## config.mk

```make
export PLATFORM = sky130hd
export DESIGN_NAME = tcp_segment_header_checksum_flat
export DESIGN_NICKNAME = d
export VERILOG_FILES = /design/src/rtl/core/tsc_pkg.sv /design/src/rtl/core/tsc_ifs.sv /design/src/rtl/core/tsc_csum.sv /design/src/rtl/core/tcp_segment_header_checksum.sv /design/src/flat_wrapper.sv
export SDC_FILE = /design/constraint.sdc
export NUM_CORES = 1
export LEC_CHECK = 0
export CORE_ASPECT_RATIO = 0.9
export CORE_MARGIN = 2
export CORE_UTILIZATION = 42
export CTS_CLUSTER_DIAMETER = 40
export DETAILED_ROUTE_END_ITERATION = 6
export DONT_BUFFER_PORTS = 1
export SYNTH_ARGS = -nofsm -noshare
export SYNTH_HDL_FRONTEND = slang
export SYNTH_SLANG_ARGS = --single-unit
```

## constraint.sdc

```tcl
create_clock -name clk -period 11.4 [get_ports clk]
set_input_delay 1.14 -clock clk [delete_from_list [all_inputs] [get_ports clk]]
set_output_delay 1.14 -clock clk [all_outputs]
set_load 0.1 [all_outputs]
```

## src/rtl/core/tsc_pkg.sv

```systemverilog
// ----------------------------------------------------------------------------
// TSC package
// Types and constants shared by the TCP segment header checksum block.
// ----------------------------------------------------------------------------
package tsc_pkg;

    localparam int CFG_IDX_W  = 3;
    localparam int CFG_DATA_W = 32;
    localparam int LEN_W      = 11;

    localparam logic [CFG_IDX_W-1:0] REG_SOURCE_ADDRESS = 3'd0;
    localparam logic [CFG_IDX_W-1:0] REG_DEST_ADDRESS   = 3'd1;
    localparam logic [CFG_IDX_W-1:0] REG_SOURCE_PORT    = 3'd2;
    localparam logic [CFG_IDX_W-1:0] REG_DEST_PORT      = 3'd3;
    localparam logic [CFG_IDX_W-1:0] REG_TIME_TO_LIVE   = 3'd4;
    localparam logic [CFG_IDX_W-1:0] REG_WINDOW_SIZE    = 3'd5;
    localparam logic [CFG_IDX_W-1:0] REG_SEGMENT_SIZE   = 3'd6;

    localparam logic [7:0]       TTL_RESET      = 8'd123;
    localparam logic [15:0]      WINDOW_RESET   = 16'd400;
    localparam logic [LEN_W-1:0] SEGMENT_RESET  = 11'd512;

    localparam logic [15:0]      IP_VER_WORD    = 16'h4500;
    localparam logic [7:0]       PROTO_TCP      = 8'h06;
    localparam logic [15:0]      TCP_FLAGS_WORD = 16'h5018;
    localparam logic [LEN_W-1:0] IP_HDR_BYTES   = 11'd40;
    localparam logic [LEN_W-1:0] TCP_HDR_BYTES  = 11'd20;

    localparam int CFG_SUM_W = 20;
    localparam int RAW_SUM_W = 21;

    typedef struct packed {
        logic [31:0]      seq;
        logic [31:0]      ack;
        logic [15:0]      ident;
        logic [LEN_W-1:0] len;
        logic             last;
        logic [15:0]      data_sum;
        logic [15:0]      pad_word;
    } tsc_seg_t;

    typedef struct packed {
        logic [31:0]      seq_number;
        logic [31:0]      ack_number;
        logic [15:0]      ident_out;
        logic [LEN_W-1:0] payload_length;
        logic [LEN_W-1:0] ip_total_length;
        logic [15:0]      ip_checksum;
        logic [15:0]      tcp_checksum;
        logic             last_segment;
    } tsc_desc_t;

endpackage

```

## src/rtl/core/tsc_ifs.sv

```systemverilog
// ----------------------------------------------------------------------------
// TSC channel interfaces
// Byte input, descriptor output and configuration write channels.
// ----------------------------------------------------------------------------
interface tsc_byte_if;
    logic        valid;
    logic        ready;
    logic [7:0]  payload_byte;
    logic        last_byte;
    logic [31:0] seq_start;
    logic [31:0] ack_value;
    logic [15:0] packet_ident;

    modport source (output valid, payload_byte, last_byte, seq_start, ack_value,
                    packet_ident, input ready);
    modport sink (input valid, payload_byte, last_byte, seq_start, ack_value,
                  packet_ident, output ready);
endinterface

interface tsc_desc_if;
    logic        valid;
    logic        ready;
    logic [31:0] seq_number;
    logic [31:0] ack_number;
    logic [15:0] ident_out;
    logic [10:0] payload_length;
    logic [10:0] ip_total_length;
    logic [15:0] ip_checksum;
    logic [15:0] tcp_checksum;
    logic        last_segment;

    modport source (output valid, seq_number, ack_number, ident_out, payload_length,
                    ip_total_length, ip_checksum, tcp_checksum, last_segment,
                    input ready);
    modport sink (input valid, seq_number, ack_number, ident_out, payload_length,
                  ip_total_length, ip_checksum, tcp_checksum, last_segment,
                  output ready);
endinterface

interface tsc_cfg_if;
    logic        valid;
    logic        ready;
    logic [2:0]  index;
    logic [31:0] data;

    modport source (output valid, index, data, input ready);
    modport sink (input valid, index, data, output ready);
endinterface

```

## src/rtl/core/tsc_csum.sv

```systemverilog
// ----------------------------------------------------------------------------
// TSC checksum pipeline
// Adds segment terms to the configured header sums, folds and complements.
// ----------------------------------------------------------------------------
module tsc_csum
    import tsc_pkg::*;
(
    input  logic                 clk,
    input  logic                 rst_n,
    input  logic                 seg_valid,
    output logic                 seg_ready,
    input  tsc_seg_t             seg,
    input  logic [CFG_SUM_W-1:0] tcp_cfg_sum,
    input  logic [CFG_SUM_W-1:0] ip_cfg_sum,
    output logic                 desc_valid,
    input  logic                 desc_ready,
    output tsc_desc_t            desc
);

    logic                 sum_valid_reg;
    tsc_seg_t             sum_seg_reg;
    logic [RAW_SUM_W-1:0] tcp_raw_reg;
    logic [RAW_SUM_W-1:0] ip_raw_reg;
    logic [RAW_SUM_W-1:0] tcp_raw_next;
    logic [RAW_SUM_W-1:0] ip_raw_next;
    logic                 desc_valid_reg;
    tsc_desc_t            desc_reg;
    tsc_desc_t            desc_next;
    logic                 out_free;
    logic                 sum_free;
    logic [16:0]          tcp_fold1;
    logic [16:0]          ip_fold1;
    logic [15:0]          tcp_fold2;
    logic [15:0]          ip_fold2;

    assign out_free  = !desc_valid_reg || desc_ready;
    assign sum_free  = !sum_valid_reg || out_free;
    assign seg_ready = sum_free;

    assign tcp_raw_next = RAW_SUM_W'(tcp_cfg_sum)
                        + RAW_SUM_W'(seg.data_sum) + RAW_SUM_W'(seg.pad_word)
                        + RAW_SUM_W'(seg.len)
                        + RAW_SUM_W'(seg.seq[31:16]) + RAW_SUM_W'(seg.seq[15:0])
                        + RAW_SUM_W'(seg.ack[31:16]) + RAW_SUM_W'(seg.ack[15:0]);
    assign ip_raw_next  = RAW_SUM_W'(ip_cfg_sum) + RAW_SUM_W'(seg.len)
                        + RAW_SUM_W'(seg.ident);

    assign tcp_fold1 = {1'b0, tcp_raw_reg[15:0]} + 17'(tcp_raw_reg[RAW_SUM_W-1:16]);
    assign tcp_fold2 = tcp_fold1[15:0] + 16'(tcp_fold1[16]);
    assign ip_fold1  = {1'b0, ip_raw_reg[15:0]} + 17'(ip_raw_reg[RAW_SUM_W-1:16]);
    assign ip_fold2  = ip_fold1[15:0] + 16'(ip_fold1[16]);

    always_comb
    begin
        desc_next.seq_number      = sum_seg_reg.seq;
        desc_next.ack_number      = sum_seg_reg.ack;
        desc_next.ident_out       = sum_seg_reg.ident;
        desc_next.payload_length  = sum_seg_reg.len;
        desc_next.ip_total_length = sum_seg_reg.len + IP_HDR_BYTES;
        desc_next.ip_checksum     = ~ip_fold2;
        desc_next.tcp_checksum    = ~tcp_fold2;
        desc_next.last_segment    = sum_seg_reg.last;
    end

    always_ff @(posedge clk or negedge rst_n)
    begin
        if (!rst_n)
        begin
            sum_valid_reg  <= 1'b0;
            desc_valid_reg <= 1'b0;
        end
        else
        begin
            if (sum_free)
            begin
                sum_valid_reg <= seg_valid;
            end
            if (out_free)
            begin
                desc_valid_reg <= sum_valid_reg;
            end
        end
    end

    always_ff @(posedge clk)
    begin
        if (sum_free && seg_valid)
        begin
            sum_seg_reg <= seg;
            tcp_raw_reg <= tcp_raw_next;
            ip_raw_reg  <= ip_raw_next;
        end
        if (out_free && sum_valid_reg)
        begin
            desc_reg <= desc_next;
        end
    end

    assign desc_valid = desc_valid_reg;
    assign desc       = desc_reg;

endmodule

```

## src/rtl/core/tcp_segment_header_checksum.sv

```systemverilog
// ----------------------------------------------------------------------------
// TCP segment header checksum
// Cuts a byte stream into segments and builds one descriptor per segment,
// with IPv4 header and TCP checksums.
//
//   channel   dir   handshake      word
//   byte_ch   in    valid/ready    payload_byte, last_byte, seq_start, ...
//   desc_ch   out   valid/ready    seq_number ... last_segment
//   cfg_ch    in    valid/ready    index (3), data (32); ready always high
//
// One byte per cycle is accepted while the segment register can take it. A descriptor
// is built from the byte closing its segment through the segment register, the
// sum stage and the fold stage.
// Reset clears the message state and loads the register reset values.
// A stalled output holds its word; bytes keep flowing until all three
// stages are full.
// ----------------------------------------------------------------------------
module tcp_segment_header_checksum
    import tsc_pkg::*;
#(
    parameter int MAX_SEGMENT_BYTES = 1460,
    parameter int MAX_MESSAGE_BYTES = 65535
)
(
    input  logic     clk,
    input  logic     rst_n,
    tsc_byte_if.sink byte_ch,
    tsc_desc_if.source desc_ch,
    tsc_cfg_if.sink  cfg_ch
);

    localparam int SEG_W = $clog2(MAX_SEGMENT_BYTES + 1);
    localparam int OFF_W = $clog2(MAX_MESSAGE_BYTES + 1);

    logic [31:0]          src_addr_reg;
    logic [31:0]          dst_addr_reg;
    logic [15:0]          src_port_reg;
    logic [15:0]          dst_port_reg;
    logic [7:0]           ttl_reg;
    logic [15:0]          window_reg;
    logic [LEN_W-1:0]     seg_size_reg;
    logic [CFG_SUM_W-1:0] tcp_cfg_sum_reg;
    logic [CFG_SUM_W-1:0] ip_cfg_sum_reg;

    logic [15:0]          sum_reg;
    logic [SEG_W-1:0]     count_reg;
    logic [OFF_W-1:0]     offset_reg;
    logic [7:0]           held_reg;
    logic                 pending_reg;
    logic [31:0]          lseq_reg;
    logic [31:0]          lack_reg;
    logic [15:0]          lident_reg;
    logic                 in_msg_reg;

    logic                 seg_valid_reg;
    tsc_seg_t             seg_reg;
    tsc_seg_t             seg_next;

    logic                 seg_ready;
    logic                 csum_ready;
    logic                 accept;
    logic                 first;
    logic [31:0]          cur_seq;
    logic [31:0]          cur_ack;
    logic [15:0]          cur_ident;
    logic [15:0]          cur_sum;
    logic                 cur_pending;
    logic [SEG_W-1:0]     cur_count;
    logic [OFF_W-1:0]     cur_offset;
    logic [16:0]          pair_sum;
    logic [15:0]          sum_next;
    logic [7:0]           held_next;
    logic                 pending_next;
    logic [SEG_W-1:0]     count_next;
    logic [SEG_W-1:0]     limit;
    logic [OFF_W:0]       total;
    logic                 last;
    logic                 emit;
    tsc_desc_t            desc;

    assign seg_ready    = 1'b1 & 1'b1;
    assign cfg_ch.ready = 1'b1;

    always_ff @(posedge clk or negedge rst_n)
    begin
        if (!rst_n)
        begin
            src_addr_reg <= '0;
            dst_addr_reg <= '0;
            src_port_reg <= '0;
            dst_port_reg <= '0;
            ttl_reg      <= TTL_RESET;
            window_reg   <= WINDOW_RESET;
            seg_size_reg <= SEGMENT_RESET;
        end
        else if (cfg_ch.valid)
        begin
            unique case (cfg_ch.index)
                REG_SOURCE_ADDRESS: src_addr_reg <= cfg_ch.data;
                REG_DEST_ADDRESS:   dst_addr_reg <= cfg_ch.data;
                REG_SOURCE_PORT:    src_port_reg <= cfg_ch.data[15:0];
                REG_DEST_PORT:      dst_port_reg <= cfg_ch.data[15:0];
                REG_TIME_TO_LIVE:   ttl_reg      <= cfg_ch.data[7:0];
                REG_WINDOW_SIZE:    window_reg   <= cfg_ch.data[15:0];
                REG_SEGMENT_SIZE:   seg_size_reg <= cfg_ch.data[LEN_W-1:0];
                default:            ;
            endcase
        end
    end

    // precompute header terms that depend on registers only
    always_ff @(posedge clk)
    begin
        tcp_cfg_sum_reg <= CFG_SUM_W'(src_addr_reg[31:16]) + CFG_SUM_W'(src_addr_reg[15:0])
                         + CFG_SUM_W'(dst_addr_reg[31:16]) + CFG_SUM_W'(dst_addr_reg[15:0])
                         + CFG_SUM_W'(src_port_reg) + CFG_SUM_W'(dst_port_reg)
                         + CFG_SUM_W'(PROTO_TCP) + CFG_SUM_W'(TCP_HDR_BYTES)
                         + CFG_SUM_W'(TCP_FLAGS_WORD) + CFG_SUM_W'(window_reg);
        ip_cfg_sum_reg  <= CFG_SUM_W'(IP_VER_WORD) + CFG_SUM_W'(IP_HDR_BYTES)
                         + CFG_SUM_W'({ttl_reg, PROTO_TCP})
                         + CFG_SUM_W'(src_addr_reg[31:16]) + CFG_SUM_W'(src_addr_reg[15:0])
                         + CFG_SUM_W'(dst_addr_reg[31:16]) + CFG_SUM_W'(dst_addr_reg[15:0]);
    end

    logic snap_free;

    assign snap_free    = !seg_valid_reg || (seg_ready && csum_ready);
    assign byte_ch.ready = snap_free;
    assign accept       = byte_ch.valid && snap_free;
    assign first        = !in_msg_reg;

    assign cur_seq     = first ? byte_ch.seq_start    : lseq_reg;
    assign cur_ack     = first ? byte_ch.ack_value    : lack_reg;
    assign cur_ident   = first ? byte_ch.packet_ident : lident_reg;
    assign cur_sum     = first ? '0 : sum_reg;
    assign cur_pending = first ? 1'b0 : pending_reg;
    assign cur_count   = first ? '0 : count_reg;
    assign cur_offset  = first ? '0 : offset_reg;

    assign pair_sum = {1'b0, cur_sum} + {1'b0, held_reg, byte_ch.payload_byte};

    always_comb
    begin
        if (cur_pending)
        begin
            sum_next     = pair_sum[15:0] + 16'(pair_sum[16]);
            held_next    = held_reg;
            pending_next = 1'b0;
        end
        else
        begin
            sum_next     = cur_sum;
            held_next    = byte_ch.payload_byte;
            pending_next = 1'b1;
        end
    end

    assign count_next = cur_count + SEG_W'(1);

    always_comb
    begin
        if (seg_size_reg == '0)
        begin
            limit = SEG_W'(1);
        end
        else if (seg_size_reg > LEN_W'(MAX_SEGMENT_BYTES))
        begin
            limit = SEG_W'(MAX_SEGMENT_BYTES);
        end
        else
        begin
            limit = seg_size_reg[SEG_W-1:0];
        end
    end

    assign total = (OFF_W+1)'(cur_offset) + (OFF_W+1)'(count_next);
    assign last  = byte_ch.last_byte || (total >= (OFF_W+1)'(MAX_MESSAGE_BYTES));
    assign emit  = last || (count_next >= limit);

    always_comb
    begin
        seg_next.seq      = cur_seq + 32'(cur_offset);
        seg_next.ack      = cur_ack;
        seg_next.ident    = cur_ident;
        seg_next.len      = LEN_W'(count_next);
        seg_next.last     = last;
        seg_next.data_sum = sum_next;
        seg_next.pad_word = pending_next ? {held_next, 8'h00} : 16'h0000;
    end

    always_ff @(posedge clk or negedge rst_n)
    begin
        if (!rst_n)
        begin
            sum_reg       <= '0;
            count_reg     <= '0;
            offset_reg    <= '0;
            held_reg      <= '0;
            pending_reg   <= 1'b0;
            lseq_reg      <= '0;
            lack_reg      <= '0;
            lident_reg    <= '0;
            in_msg_reg    <= 1'b0;
            seg_valid_reg <= 1'b0;
        end
        else
        begin
            if (snap_free)
            begin
                seg_valid_reg <= accept && emit;
            end
            if (accept)
            begin
                lseq_reg   <= cur_seq;
                lack_reg   <= cur_ack;
                lident_reg <= cur_ident;
                if (emit)
                begin
                    sum_reg     <= '0;
                    count_reg   <= '0;
                    held_reg    <= '0;
                    pending_reg <= 1'b0;
                    in_msg_reg  <= !last;
                    offset_reg  <= last ? '0 : total[OFF_W-1:0];
                end
                else
                begin
                    sum_reg     <= sum_next;
                    count_reg   <= count_next;
                    held_reg    <= held_next;
                    pending_reg <= pending_next;
                    in_msg_reg  <= 1'b1;
                    offset_reg  <= cur_offset;
                end
            end
        end
    end

    always_ff @(posedge clk)
    begin
        if (accept && emit)
        begin
            seg_reg <= seg_next;
        end
    end

    tsc_csum u_csum (
        .clk         (clk),
        .rst_n       (rst_n),
        .seg_valid   (seg_valid_reg),
        .seg_ready   (csum_ready),
        .seg         (seg_reg),
        .tcp_cfg_sum (tcp_cfg_sum_reg),
        .ip_cfg_sum  (ip_cfg_sum_reg),
        .desc_valid  (desc_ch.valid),
        .desc_ready  (desc_ch.ready),
        .desc        (desc)
    );

    assign desc_ch.seq_number      = desc.seq_number;
    assign desc_ch.ack_number      = desc.ack_number;
    assign desc_ch.ident_out       = desc.ident_out;
    assign desc_ch.payload_length  = desc.payload_length;
    assign desc_ch.ip_total_length = desc.ip_total_length;
    assign desc_ch.ip_checksum     = desc.ip_checksum;
    assign desc_ch.tcp_checksum    = desc.tcp_checksum;
    assign desc_ch.last_segment    = desc.last_segment;

endmodule

```

## src/flat_wrapper.sv

```systemverilog
// flat-port wrapper written by rule: the top's interface ports become plain ports
module tcp_segment_header_checksum_flat import tsc_pkg::*;
#(
    parameter int MAX_SEGMENT_BYTES = 1460,
    parameter int MAX_MESSAGE_BYTES = 65535
)
  (clk, rst_n, byte_ch_valid, byte_ch_payload_byte, byte_ch_last_byte, byte_ch_seq_start, byte_ch_ack_value, byte_ch_packet_ident, byte_ch_ready, desc_ch_valid, desc_ch_seq_number, desc_ch_ack_number, desc_ch_ident_out, desc_ch_payload_length, desc_ch_ip_total_length, desc_ch_ip_checksum, desc_ch_tcp_checksum, desc_ch_last_segment, desc_ch_ready, cfg_ch_valid, cfg_ch_index, cfg_ch_data, cfg_ch_ready);
  tsc_byte_if byte_ch_i ();
  tsc_desc_if desc_ch_i ();
  tsc_cfg_if cfg_ch_i ();
  input  logic clk;
  input  logic rst_n;
  input wire logic [$bits(byte_ch_i.valid)-1:0] byte_ch_valid;
  input wire logic [$bits(byte_ch_i.payload_byte)-1:0] byte_ch_payload_byte;
  input wire logic [$bits(byte_ch_i.last_byte)-1:0] byte_ch_last_byte;
  input wire logic [$bits(byte_ch_i.seq_start)-1:0] byte_ch_seq_start;
  input wire logic [$bits(byte_ch_i.ack_value)-1:0] byte_ch_ack_value;
  input wire logic [$bits(byte_ch_i.packet_ident)-1:0] byte_ch_packet_ident;
  output wire logic [$bits(byte_ch_i.ready)-1:0] byte_ch_ready;
  output wire logic [$bits(desc_ch_i.valid)-1:0] desc_ch_valid;
  output wire logic [$bits(desc_ch_i.seq_number)-1:0] desc_ch_seq_number;
  output wire logic [$bits(desc_ch_i.ack_number)-1:0] desc_ch_ack_number;
  output wire logic [$bits(desc_ch_i.ident_out)-1:0] desc_ch_ident_out;
  output wire logic [$bits(desc_ch_i.payload_length)-1:0] desc_ch_payload_length;
  output wire logic [$bits(desc_ch_i.ip_total_length)-1:0] desc_ch_ip_total_length;
  output wire logic [$bits(desc_ch_i.ip_checksum)-1:0] desc_ch_ip_checksum;
  output wire logic [$bits(desc_ch_i.tcp_checksum)-1:0] desc_ch_tcp_checksum;
  output wire logic [$bits(desc_ch_i.last_segment)-1:0] desc_ch_last_segment;
  input wire logic [$bits(desc_ch_i.ready)-1:0] desc_ch_ready;
  input wire logic [$bits(cfg_ch_i.valid)-1:0] cfg_ch_valid;
  input wire logic [$bits(cfg_ch_i.index)-1:0] cfg_ch_index;
  input wire logic [$bits(cfg_ch_i.data)-1:0] cfg_ch_data;
  output wire logic [$bits(cfg_ch_i.ready)-1:0] cfg_ch_ready;
  assign byte_ch_i.valid = byte_ch_valid;
  assign byte_ch_i.payload_byte = byte_ch_payload_byte;
  assign byte_ch_i.last_byte = byte_ch_last_byte;
  assign byte_ch_i.seq_start = byte_ch_seq_start;
  assign byte_ch_i.ack_value = byte_ch_ack_value;
  assign byte_ch_i.packet_ident = byte_ch_packet_ident;
  assign byte_ch_ready = byte_ch_i.ready;
  assign desc_ch_valid = desc_ch_i.valid;
  assign desc_ch_seq_number = desc_ch_i.seq_number;
  assign desc_ch_ack_number = desc_ch_i.ack_number;
  assign desc_ch_ident_out = desc_ch_i.ident_out;
  assign desc_ch_payload_length = desc_ch_i.payload_length;
  assign desc_ch_ip_total_length = desc_ch_i.ip_total_length;
  assign desc_ch_ip_checksum = desc_ch_i.ip_checksum;
  assign desc_ch_tcp_checksum = desc_ch_i.tcp_checksum;
  assign desc_ch_last_segment = desc_ch_i.last_segment;
  assign desc_ch_i.ready = desc_ch_ready;
  assign cfg_ch_i.valid = cfg_ch_valid;
  assign cfg_ch_i.index = cfg_ch_index;
  assign cfg_ch_i.data = cfg_ch_data;
  assign cfg_ch_ready = cfg_ch_i.ready;
  tcp_segment_header_checksum #(.MAX_SEGMENT_BYTES(MAX_SEGMENT_BYTES), .MAX_MESSAGE_BYTES(MAX_MESSAGE_BYTES)) u_core (.clk(clk), .rst_n(rst_n), .byte_ch(byte_ch_i), .desc_ch(desc_ch_i), .cfg_ch(cfg_ch_i));
endmodule
```

* Word level (Yosys, flattened, before mapping)
Index checks and enable logic that the tools add are counted.
** Cells by class
- Reduce and logical (&&, ||, !) cells :: 22
- Bitwise logic cells :: 2
- Equal/unequal tests :: 6
- Multiplexer cells :: 19
- Magnitude comparators :: 3
- Add/sub/neg operators :: 33
** Operators with widths (number)
- $add A20 B16 Y20 :: 9
- $add A21 B16 Y21 :: 6
- $mux W16 :: 7
- $mux W32 :: 2
- $add A16 B1 Y16 :: 3
- $mux W11 :: 4
- $add A16 B16 Y17 :: 2
- $add A16 B5 Y17 :: 2
- $add A32 B16 Y32 :: 1
- $not A16 Y16 :: 2
- $add A20 B11 Y21 :: 1
- $add A20 B16 Y21 :: 1
- $add A21 B11 Y21 :: 1
- $add A20 B15 Y20 const B :: 1
- $add A20 B3 Y20 const B :: 1
- $add A20 B5 Y20 const B :: 1
- $add A15 B16 Y17 const A :: 1
- $add A16 B11 Y17 :: 1
- $ge A17 B16 Y1 const B :: 1
- $mux W8 :: 2
- $reduce_and A2 Y1 :: 7
- $add A11 B1 Y11 const B :: 1
- $add A11 B6 Y11 const B :: 1
- $ge A11 B11 Y1 :: 1
- other kinds (10) :: 26
** Storage, ports and cells
- Output and inout port bits :: 138
- Bits in registers :: 700
- Word-level logic and storage cells :: 129

* Depth between registers and ports, before layout
Gate-level depths: netlist of the first run.
- Word-level depth :: 9
- Mapped depth :: 26
- Mapped depth without buffers :: 26

* Hierarchy
From an unflattened synthesis of the first run, not the netlist that was laid out.
** Unflattened totals
- Cell total of the unflattened synthesis :: 3048
- Area total of the unflattened synthesis :: 38009.0 µm²
** By module, submodules not included
- tcp_segment_header_checksum :: times used 1, area each 23572.6 µm², cells each 1996
- tsc_csum :: times used 1, area each 14436.3 µm², cells each 1052

* Least setup slack after synthesis of the first run
Ideal clock, no wire load.
- Kind :: register -> register
- Start :: register u_core.in_msg_reg
- End :: register u_core.seg_reg[100] (netlist bit), enable pin
- Required time :: 10.771 ns
- Library setup time :: 0.629 ns
- Arrival :: 10.217 ns
- Stages on the path, launching flop included :: 23
- Slack :: 0.554 ns
- Cells stage by stage :: dfrtp_1 > clkbuf_1 > buf_2 > clkbuf_1 > clkbuf_1 > clkbuf_1 > clkbuf_1 > and2_1 > ha_1 > nand3_1 > nor2_1 > nand3_1 > xor2_1 > nor2_1 > ha_1 > or3_1 > o21bai_2 > mux2i_1 > o2111a_1 > o2111ai_2 > and2_1 > buf_6 > a21oi_1
** Between the ends
- Longest elaborated chain between the ends :: 7
** Ends and longest elaborated chain
- from (decl) :: RTL line tcp_segment_header_checksum.sv:53 : logic in_msg_reg;
- from (signal assigned) :: RTL line tcp_segment_header_checksum.sv:223 : in_msg_reg <= !last;
- $mux W11 (*) :: RTL line tcp_segment_header_checksum.sv:137 : assign cur_count = first ? '0 : count_reg;
- $add A11 B1 Y11 (*) :: RTL line tcp_segment_header_checksum.sv:158 : assign count_next = cur_count + SEG_W'(1);
- net u_core.count_next[8] :: RTL line tcp_segment_header_checksum.sv:74 : logic [SEG_W-1:0] count_next;
- $add A16 B11 Y17 :: RTL line tcp_segment_header_checksum.sv:176 : assign total = (OFF_W+1)'(cur_offset) + (OFF_W+1)'(count_next);
- $ge A17 B16 Y1 :: RTL line tcp_segment_header_checksum.sv:177 : assign last = byte_ch.last_byte || (total >= (OFF_W+1)'(MAX_MESSAGE_BYTES));
- $logic_or A1 B1 Y1 :: RTL line tcp_segment_header_checksum.sv:177
- $logic_or A1 B1 Y1 (*) :: RTL line tcp_segment_header_checksum.sv:178 : assign emit = last || (count_next >= limit);
- $logic_and A1 B1 Y1 (*) :: RTL line tcp_segment_header_checksum.sv:241 : if (accept && emit)
- to (signal assigned) :: RTL line tcp_segment_header_checksum.sv:243 : seg_reg <= seg_next;
- to (decl) :: RTL line tcp_segment_header_checksum.sv:56 : tsc_seg_t seg_reg;
The timed path passes the listed nets; every way through them passes the cells marked *.
A chain may end at the register's enable or synchronous reset.

* Worst setup path in the final report of the first run
- Start :: register u_core.in_msg_reg
- End :: register u_core.seg_reg[47] (netlist bit), enable pin
The elaborated chain is that of the path after synthesis.

==> impl_metrics.tcl, run 1 <==
set metrics [dict create \
    multi_input_area_um2 16900 \
    clkLatencyLatePin_ps 690 \
    htree_levels 3 \
    r2r_start "u_core.in_msg_reg" \
    die_w_um 317 \
    syn_to_final_growth_pct 14.9 \
    report.final.slew_viol_count 0 \
    cp.required_ps 11690 \
    grt_pass1_wl_um 139000 \
    io_pins 267 \
    path_common_cell "buf_4" \
    cts-resized-gates 0 \
    vias 22100 \
    wl_um 91500 \
    synth-edff-count 381 \
    largest_reg_flops 132 \
    die_y_um 286 \
    wl_per_cell_um 22.0 \
    crit_type "flop to flop" \
    coreArea_um2 87500 \
    outcome "complete, no violations" \
    vias_per_cell 5.32 \
    wl_met2_um 42700 \
    cts_sinks 687 \
    antenna_found_initial 14 \
    dieArea_um2 90500 \
    start_util 0.423 \
    numCtsBuffers 112 \
    hp-class "primary input to async pin" \
    cp_cell_sequence "buf_4 > nand2_1 > inv_1 > ha_1 > nand3_1 > nor2_1 > nand3_1 > xor2_1 > nor2_1 > ha_1 > a211oi_1 > nor4_1 > and3_1 > and3_1 > o2111a_1 > o2111ai_2 > and2_1 > a21oi_4 > buf_4 > buf_4" \
    grtUsageTotal 0.203 \
    synthTopCellsByArea "edfxtp_1, dfrtp_1, fa_1" \
    max_cap_violations 0 \
    synthArstFlopShare 0.389 \
    regArea_um2 18900 \
    port_buffers 0 \
    r2r_slack_ps 4540 \
    maxUsedRoutingLayer "met5" \
    rows 103 \
    worst_pin_slew_ps 1130 \
    worstSetupEndpointType "flop" \
    rsz0062_at_grt "no" \
    path_max_fanout 60 \
    synthesis.instances 2834 \
    critPathBufInv 4 \
    post_cts_buffers 0 \
    fin_skew_ps 47.9 \
    cp.arrival_ps 7160 \
    initialDrtViolationCount 1747 \
    dr.pass1.iters 5 \
    seq_area_frac_synth 0.511 \
    synth.distinct_cells 90 \
    period_needed_ps 6860 \
    syn_nets 3375 \
    tritoncts "done" \
    setup_viol 0 \
    yosys.area.top_type "edfxtp_1" \
    nNetsFinal 3442 \
    yosys_warnings 0 \
    timing_hold_violations_final 0 \
    ys_ff_latch 687 \
    slew_headroom 0.245 \
    r2r-end "u_core.seg_reg[47]" \
    synth.top_cell.area_share 0.309 \
    synthFlopType "edfxtp_1" \
    syn_avg_cell_area_um2 13.1 \
    grt_pass1_vias 22900 \
    ctsLongestPathBuffers 3 \
    worstSetupStartpointType "flop" \
    wl_met1_um 41500 \
    drive_gt1_frac 0.169 \
    clock-root-buffer "clkbuf_16" \
    gr-total-overflow 0 \
    drc 0 \
    cts_hold_buf 0 \
    clkTransAtPathRegs_ps 60 \
    min_period_over_period 0.602 \
    antenna_left 0 \
    routabilityCongestion 0.913 \
    grt_max_degree 268 \
    r2r_cells 20 \
    crit_slowest_cell "buf_4" \
    max_stage_delay_ps 790 \
    fmax_ghz 0.146 \
    fin_tns_setup_ps 0 \
    hpwl_um 69100 \
    syn_area_um2 37000 \
    crit_family "buffers and inverters" \
    fillers 7500 \
    met3_wirelength_um 4610 \
]
stage by stage:
| stage | utilization | hold slack [ps] | setup WS (ps) | instances | area [um^2] |
|---|---|---|---|---|---|
| finish | 0.486 | 197 | 4540 | 4159 | 42500 |
| global route | 0.486 | 149 | 4170 | 4158 | 42500 |
| CTS | 0.486 | 121 | 4590 | 4155 | 42500 |
| detailed placement | 0.439 | 405 | 4640 | 3942 | 38400 |
| global placement | 0.439 | 404 | 4900 | 3942 | 38400 |
| floorplan | - | 400 | 554 | 2834 | 37000 |
area by class of cell:
| type | count | share of cell area |
|---|---|---|
| repair buffers | 21 | 0.00512 |
| well taps | 1155 | 0.0340 |
| clock buffers | 125 | 0.0688 |
| diodes | 4 | 0.000235 |
| multi-input cells | 1830 | 0.398 |
| flip-flops and latches | 687 | 0.445 |
| inverters | 249 | 0.0220 |
| clock inverters | 88 | 0.0271 |
metal layers:
metal,global-route usage,vias to the layer above
li1,-,10200
met1,0.283,11100
met2,0.322,622
met3,0.0349,185
met4,0.0664,14
met5,0,-
cells by family (layout without fill, tap and decap cells):
logic type               Yosys count  in the layout  synth area share
flip-flops                       687            687             0.511
AND/OR/NAND/NOR                  558            558            0.0745
other                              1              5          0.000101
AO/OA/AOI/OAI                    391            391            0.0719
XOR/XNOR                         200            200            0.0478
adder cells (fa/ha/maj)          412            412             0.181
multiplexers                     268            268            0.0807
buffers and inverters            317            483            0.0329
synthesized netlist by cell type (all sizes together) (6+ instances only):
cell type    n
nand2b      16
o31ai       12
edfxtp     381
nor2       119
nand3       55
a22o        20
nand2      157
or3          9
nor2b       25
o21bai      11
ha         208
nor3        38
o21ai       96
dfstp       10
mux2i       25
dfrtp      257
and3        24
a21oi       81
xor2        67
a21boi       8
mux2       243
and2        55
a211o        7
o211ai       7
nand4       11
buf          9
xnor2      132
inv        249
o2111ai      6
dfxtp       39
or2         12
clkbuf      59
a31oi       15
nor4        11
a21o        35
o41ai       16
fa         204
o21a        16
a211oi      18
how the worst max path moves through the flow:
| stage | start | endpoint | slack, ps | cells after the start |
|---|---|---|---|---|
| finish | u_core.in_msg_reg | u_core.seg_reg[47] | 4540 | 20 |
| global route | u_core.in_msg_reg | u_core.seg_reg[49] | 4170 | 20 |
| floorplan | u_core.in_msg_reg | u_core.seg_reg[100] | 550 | 22 |
| CTS | u_core.in_msg_reg | u_core.seg_reg[34] | 4590 | 20 |
| global placement | u_core.in_msg_reg | u_core.seg_reg[47] | 4900 | 20 |
| detailed placement | u_core.in_msg_reg | u_core.seg_reg[48] | 4640 | 20 |
cells in the final DEF (no fill, tap or decap), types with 16 or more instances in the layout:
cell type  netlist  layout
dfrtp_1        257     256
inv_1          248     248
ha_1           208     208
xnor2_1        132     132
a22o_1          20      20
a211oi_1        17      17
o21ai_0         78      78
bufinv_16        0      16
nand2_1        157     156
a21o_1          35      35
clkbuf_16        0     113
nor3_1          37      35
o21a_1          16      16
and3_1          24      24
mux2i_1         25      25
and2_1          53      51
dfxtp_1         39      39
fa_1           204     204
o41ai_1         16      16
o21ai_1         17      17
mux2_2         243     243
xor2_1          67      67
edfxtp_1       381     381
nor2b_1         25      24
nor2_1         118     118
nand3_1         55      55
nand2b_1        16      16
a21oi_1         80      79
buf_4            4      18
Power of run 1 is left out: the tool's default activity adds up to more than one toggle a clock period on the data nets, which glitch-free logic cannot reach.
==> run 2: changes to the inputs <==
==> constraint.sdc (replaced) <==
create_clock -name clk -period 6.5 [get_ports clk]
set_input_delay 0.65 -clock clk [delete_from_list [all_inputs] [get_ports clk]]
set_output_delay 0.65 -clock clk [all_outputs]
set_load 0.1 [all_outputs]
==> impl_metrics.tcl, run 2 (synthesized netlist as in run 1, its figures left out) <==
set metrics [dict create \
    ctsLongestPathBuffers 3 \
    fin_tns_setup_ps 0 \
    final_common_cell "edfxtp_1" \
    wl_per_cell_um 22.2 \
    post_cts_buffers 0 \
    rows 103 \
    tritoncts "done" \
    vias_per_cell 5.32 \
    start_util 0.423 \
    crit_type "flop to flop" \
    outcome "finished with violations" \
    routabilityCongestion 0.888 \
    layout_common_cells "edfxtp_1, dfrtp_1, inv_1, mux2_2, ha_1" \
    timing_hold_violations_final 0 \
    setup_viol 0 \
    die_w_um 317 \
    report.final.slew_viol_count 95 \
    r2r-end "u_core.tcp_cfg_sum_reg[19]" \
    dieArea_um2 90500 \
    dr.pass1.iters 6 \
    numCtsBuffers 109 \
    fin_skew_ps 48.0 \
    grtUsageTotal 0.205 \
    cp.required_ps 7030 \
    syn_to_final_growth_pct 14.7 \
    drive_gt1_frac 0.173 \
    worstSetupStartpointType "flop" \
    gr-total-overflow 0 \
    grt_pass1_wl_um 141000 \
    nNetsFinal 3455 \
    period_needed_ps 6130 \
    clkTransAtPathRegs_ps 60 \
    cts_sinks 687 \
    fmax_ghz 0.163 \
    r2r_slack_ps 370 \
    drc 0 \
    initialDrtViolationCount 1577 \
    port_buffers 0 \
    r2r_start "u_core.src_addr_reg[0]" \
    worstSetupEndpointType "flop" \
    cp.arrival_ps 6660 \
    wl_um 92300 \
    min_period_over_period 0.943 \
    rsz0062_at_grt "no" \
    clkLatencyLatePin_ps 680 \
    violations "max-slew violations" \
    io_pins 267 \
    max_cap_violations 0 \
    hpwl_um 69300 \
    largest_reg_flops 132 \
    r2r_cells 25 \
    fillers 7529 \
    antenna_left 0 \
    coreArea_um2 87500 \
    grt_pass1_vias 22900 \
    die_y_um 286 \
    grt_max_degree 268 \
    antenna_found_initial 13 \
    slew_headroom -0.0670 \
    hp-class "primary input to async pin" \
    path_max_fanout 5 \
    clock-root-buffer "clkbuf_16" \
    worst_pin_slew_ps 1600 \
    htree_levels 3 \
    vias 22100 \
]
==> run 2: cell types whose count changed in the layout (fill, tap and decap cells not counted), sizes merged <==
cell / previous run / this run
inv: 267 / 276
diode: 4 / 1
dlygate4sd3: 0 / 1
clkinvlp: 9 / 8
clkinv: 45 / 35
buf: 21 / 36
bufinv: 16 / 9
clkbuf: 125 / 129
==> run 2: metal layers <==
| layer | part of all wire | vias up | global-route usage |
|---|---|---|---|
| met5 | 0.00069 | - | 0 |
| met4 | 0.022 | 12 | 0.0620 |
| met2 | 0.47 | 549 | 0.326 |
| met1 | 0.45 | 11200 | 0.288 |
| met3 | 0.053 | 147 | 0.0356 |
| li1 | - | 10200 | - |
==> run 2: how the worst max path moves through the flow <==
stage	start	slack [ps]	cells after the start	end
detailed placement	u_core.src_addr_reg[0]	370	24	u_core.tcp_cfg_sum_reg[19]
floorplan	u_core.in_msg_reg	6	22	u_core.seg_reg[100]
global route	u_core.src_addr_reg[0]	40	25	u_core.tcp_cfg_sum_reg[17]
global placement	u_core.src_addr_reg[0]	410	24	u_core.tcp_cfg_sum_reg[19]
finish	u_core.src_addr_reg[0]	370	25	u_core.tcp_cfg_sum_reg[19]
CTS	u_core.src_addr_reg[0]	300	24	u_core.tcp_cfg_sum_reg[19]
==> run 2: through the flow <==
step / hold slack (ps) / setup WS (ps) / std cells / instance area, um^2 / utilization
floorplan: 354 / 5.55 / 2834 / 37000 / -
global placement: 362 / 408 / 3956 / 38600 / 0.441
detailed placement: 365 / 367 / 3956 / 38600 / 0.441
CTS: -361 / 303 / 4164 / 42400 / 0.484
global route: 85.1 / 41.0 / 4167 / 42400 / 0.485
finish: 72.8 / 368 / 4167 / 42400 / 0.485
==> run 2: area by class of cell <==
type                       instances  area, um^2  share of cell area
tap                             1155        1450              0.0340
timing repair buffer              37         435              0.0103
antenna                            1        2.50           0.0000590
clock buffer                     129        2880              0.0679
inverter                         249         937              0.0221
multi-input combinational       1830       16900               0.399
clock inverter                    79         906              0.0213
sequential                       687       18900               0.446
==> run 2: what timing repair did <==
item,CTS,global route
gates resized for setup,0,2
setup endpoints to repair,0,2
hold endpoints to repair,267,257
==> run 2: critical path, stage by stage, from the launching register on <==
cell and delay [ps]:
dfrtp_1 410, ha_1 240, inv_1 80, fa_1 210
nor2b_1 60, o21ai_1 140, nand2_1 100, a21o_1 190
a21o_1 200, a21o_1 200, a41o_1 270, nor2_1 120
xnor2_1 90, fa_1 480, inv_1 50, fa_1 500
fa_1 540, inv_1 40, ha_1 290, ha_1 350
and3_1 180, a211o_1 320, o41a_1 370, a211o_1 290
a21oi_2 170, a21oi_1 80
Power of run 2 is left out for the same reason.
==> run 3: changes to the inputs <==
--- a/config.mk
+++ b/config.mk
@@ -11,6 +11,7 @@
 export CTS_CLUSTER_DIAMETER = 40
 export DETAILED_ROUTE_END_ITERATION = 6
 export DONT_BUFFER_PORTS = 1
+export GPL_TIMING_DRIVEN = 0
 export SYNTH_ARGS = -nofsm -noshare
 export SYNTH_HDL_FRONTEND = slang
 export SYNTH_SLANG_ARGS = --single-unit
==> impl_metrics.tcl, run 3 (synthesized netlist as in run 1, its figures left out) <==
set metrics [dict create \
    clkLatencyLatePin_ps 690 \
    die_w_um 317 \
    fillers 7455 \
    numCtsBuffers 111 \
    vias 22800 \
    fin_tns_setup_ps 0 \
    r2r-end "u_core.tcp_cfg_sum_reg[15]" \
    wl_um 97500 \
    antenna_left 0 \
    grtUsageTotal 0.215 \
    hpwl_um 75000 \
    r2r_cells 23 \
    clock-root-buffer "clkbuf_16" \
    crit_type "flop to flop" \
    htree_levels 3 \
    largest_reg_flops 132 \
    rows 103 \
    fin_skew_ps 75.6 \
    drive_gt1_frac 0.170 \
    dr.pass1.iters 5 \
    path_max_fanout 4 \
    timing_hold_violations_final 0 \
    clkTransAtPathRegs_ps 50 \
    nNetsFinal 3502 \
    period_needed_ps 6270 \
    r2r_start "u_core.src_addr_reg[1]" \
    rsz0062_at_grt "no" \
    start_util 0.423 \
    max_cap_violations 0 \
    report.final.slew_viol_count 95 \
    holdWs_ps 95.5 \
    worstSetupEndpointType "flop" \
    r2r_slack_ps 230 \
    outcome "finished with violations" \
    layout_common_cells "edfxtp_1, dfrtp_1, inv_1, mux2_2, ha_1" \
    fmax_ghz 0.160 \
    grt_pass1_vias 23800 \
    setup_viol 0 \
    min_period_over_period 0.964 \
    worst_pin_slew_ps 1560 \
    slew_headroom -0.0417 \
    cp.arrival_ps 6800 \
    tritoncts "done" \
    worstSetupStartpointType "flop" \
    io_pins 267 \
    grt_pass1_wl_um 147000 \
    initialDrtViolationCount 1642 \
    syn_to_final_growth_pct 15.6 \
    drc 0 \
    finalNonFillerCells 4216 \
    dieArea_um2 90500 \
    hp-class "primary input to async pin" \
    placed_cells 4001 \
    final_common_cell "edfxtp_1" \
    cp.required_ps 7040 \
    violations "max-slew violations" \
    gr-total-overflow 0 \
    cts_sinks 687 \
    ctsLongestPathBuffers 3 \
    coreArea_um2 87500 \
    grt_max_degree 268 \
    routabilityCongestion 0.910 \
    antenna_found_initial 11 \
    port_buffers 0 \
    die_y_um 286 \
    vias_per_cell 5.40 \
    wl_per_cell_um 23.1 \
]
==> run 3: changes by cell type in the layout (fill, tap and decap cells not counted), moves of 3 or more <==
cell        change
clkbuf_2        +3
clkbuf_1       +55
nor2_1          -4
buf_4          -18
clkbuf_16       +4
nor2_2          +4
clkinvlp_4      +4
==> run 3: worst max path at each step <==
| stage | slack [ps] | cells after the start | start | endpoint |
|---|---|---|---|---|
| final | 230 | 23 | u_core.src_addr_reg[1] | u_core.tcp_cfg_sum_reg[15] |
| after global routing | 10 | 22 | u_core.src_addr_reg[1] | u_core.tcp_cfg_sum_reg[19] |
| after CTS | 50 | 25 | u_core.in_msg_reg | u_core.seg_reg[46] |
| after detailed placement | -1410 | 27 | u_core.in_msg_reg | u_core.seg_reg[49] |
| after global placement | -3180 | 23 | u_core.in_msg_reg | u_core.seg_reg[56] |
| after floorplan | 6 | 22 | u_core.in_msg_reg | u_core.seg_reg[100] |
==> run 3: critical path, cell delays in order, from the launching register on <==
cell	delay (ps)
dfrtp_1	420
ha_1	310
a21o_1	210
a21oi_2	190
nand2b_1	140
a21boi_1	130
or3_1	350
a31oi_2	240
xnor2_1	140
fa_1	500
inv_1	50
fa_1	500
fa_1	550
inv_1	50
ha_1	300
ha_1	240
or2_2	300
o22a_1	180
a211o_1	300
o41a_1	450
buf_4	160
and2_1	150
o21ai_0	160
a221oi_1	100
==> run 3: cell type report <==
cell class | count | area (um^2) | share of cell area
diodes | 1 | 2.50 | 0.0000585
clock buffers | 132 | 2950 | 0.0690
inverters | 249 | 937 | 0.0219
plain buffers | 64 | 277 | 0.00647
well taps | 1155 | 1450 | 0.0338
multi-input cells | 1830 | 17000 | 0.397
flip-flops and latches | 687 | 18900 | 0.442
clock inverters | 80 | 943 | 0.0221
repair buffers | 18 | 329 | 0.00770
==> run 3: what timing repair did <==
action | CTS | global route
gates resized for setup | 5 | 14
pin swaps | 1 | 4
hold endpoints to repair | 266 | 257
setup endpoints to repair | 176 | 70
buffers inserted | 1 | 3
==> run 3: per-layer routing <==
| metal | part of all wire | track usage | routed length (um) |
|---|---|---|---|
| met4 | 0.029 | 0.0664 | 2810 |
| met1 | 0.45 | 0.300 | 43700 |
| met5 | 0.00065 | 0 | 63 |
| met2 | 0.47 | 0.346 | 45800 |
| met3 | 0.052 | 0.0346 | 5060 |
==> run 3: per-stage QoR <==
stage	cell area (um^2)	utilization	setup slack, ps
after floorplan	37000	-	5.55
after global placement	38500	0.439	-3180
after detailed placement	38700	0.443	-1410
after CTS	42600	0.487	48.4
after global routing	42800	0.489	10.9
final	42800	0.489	232
Power of run 3 is left out for the same reason.
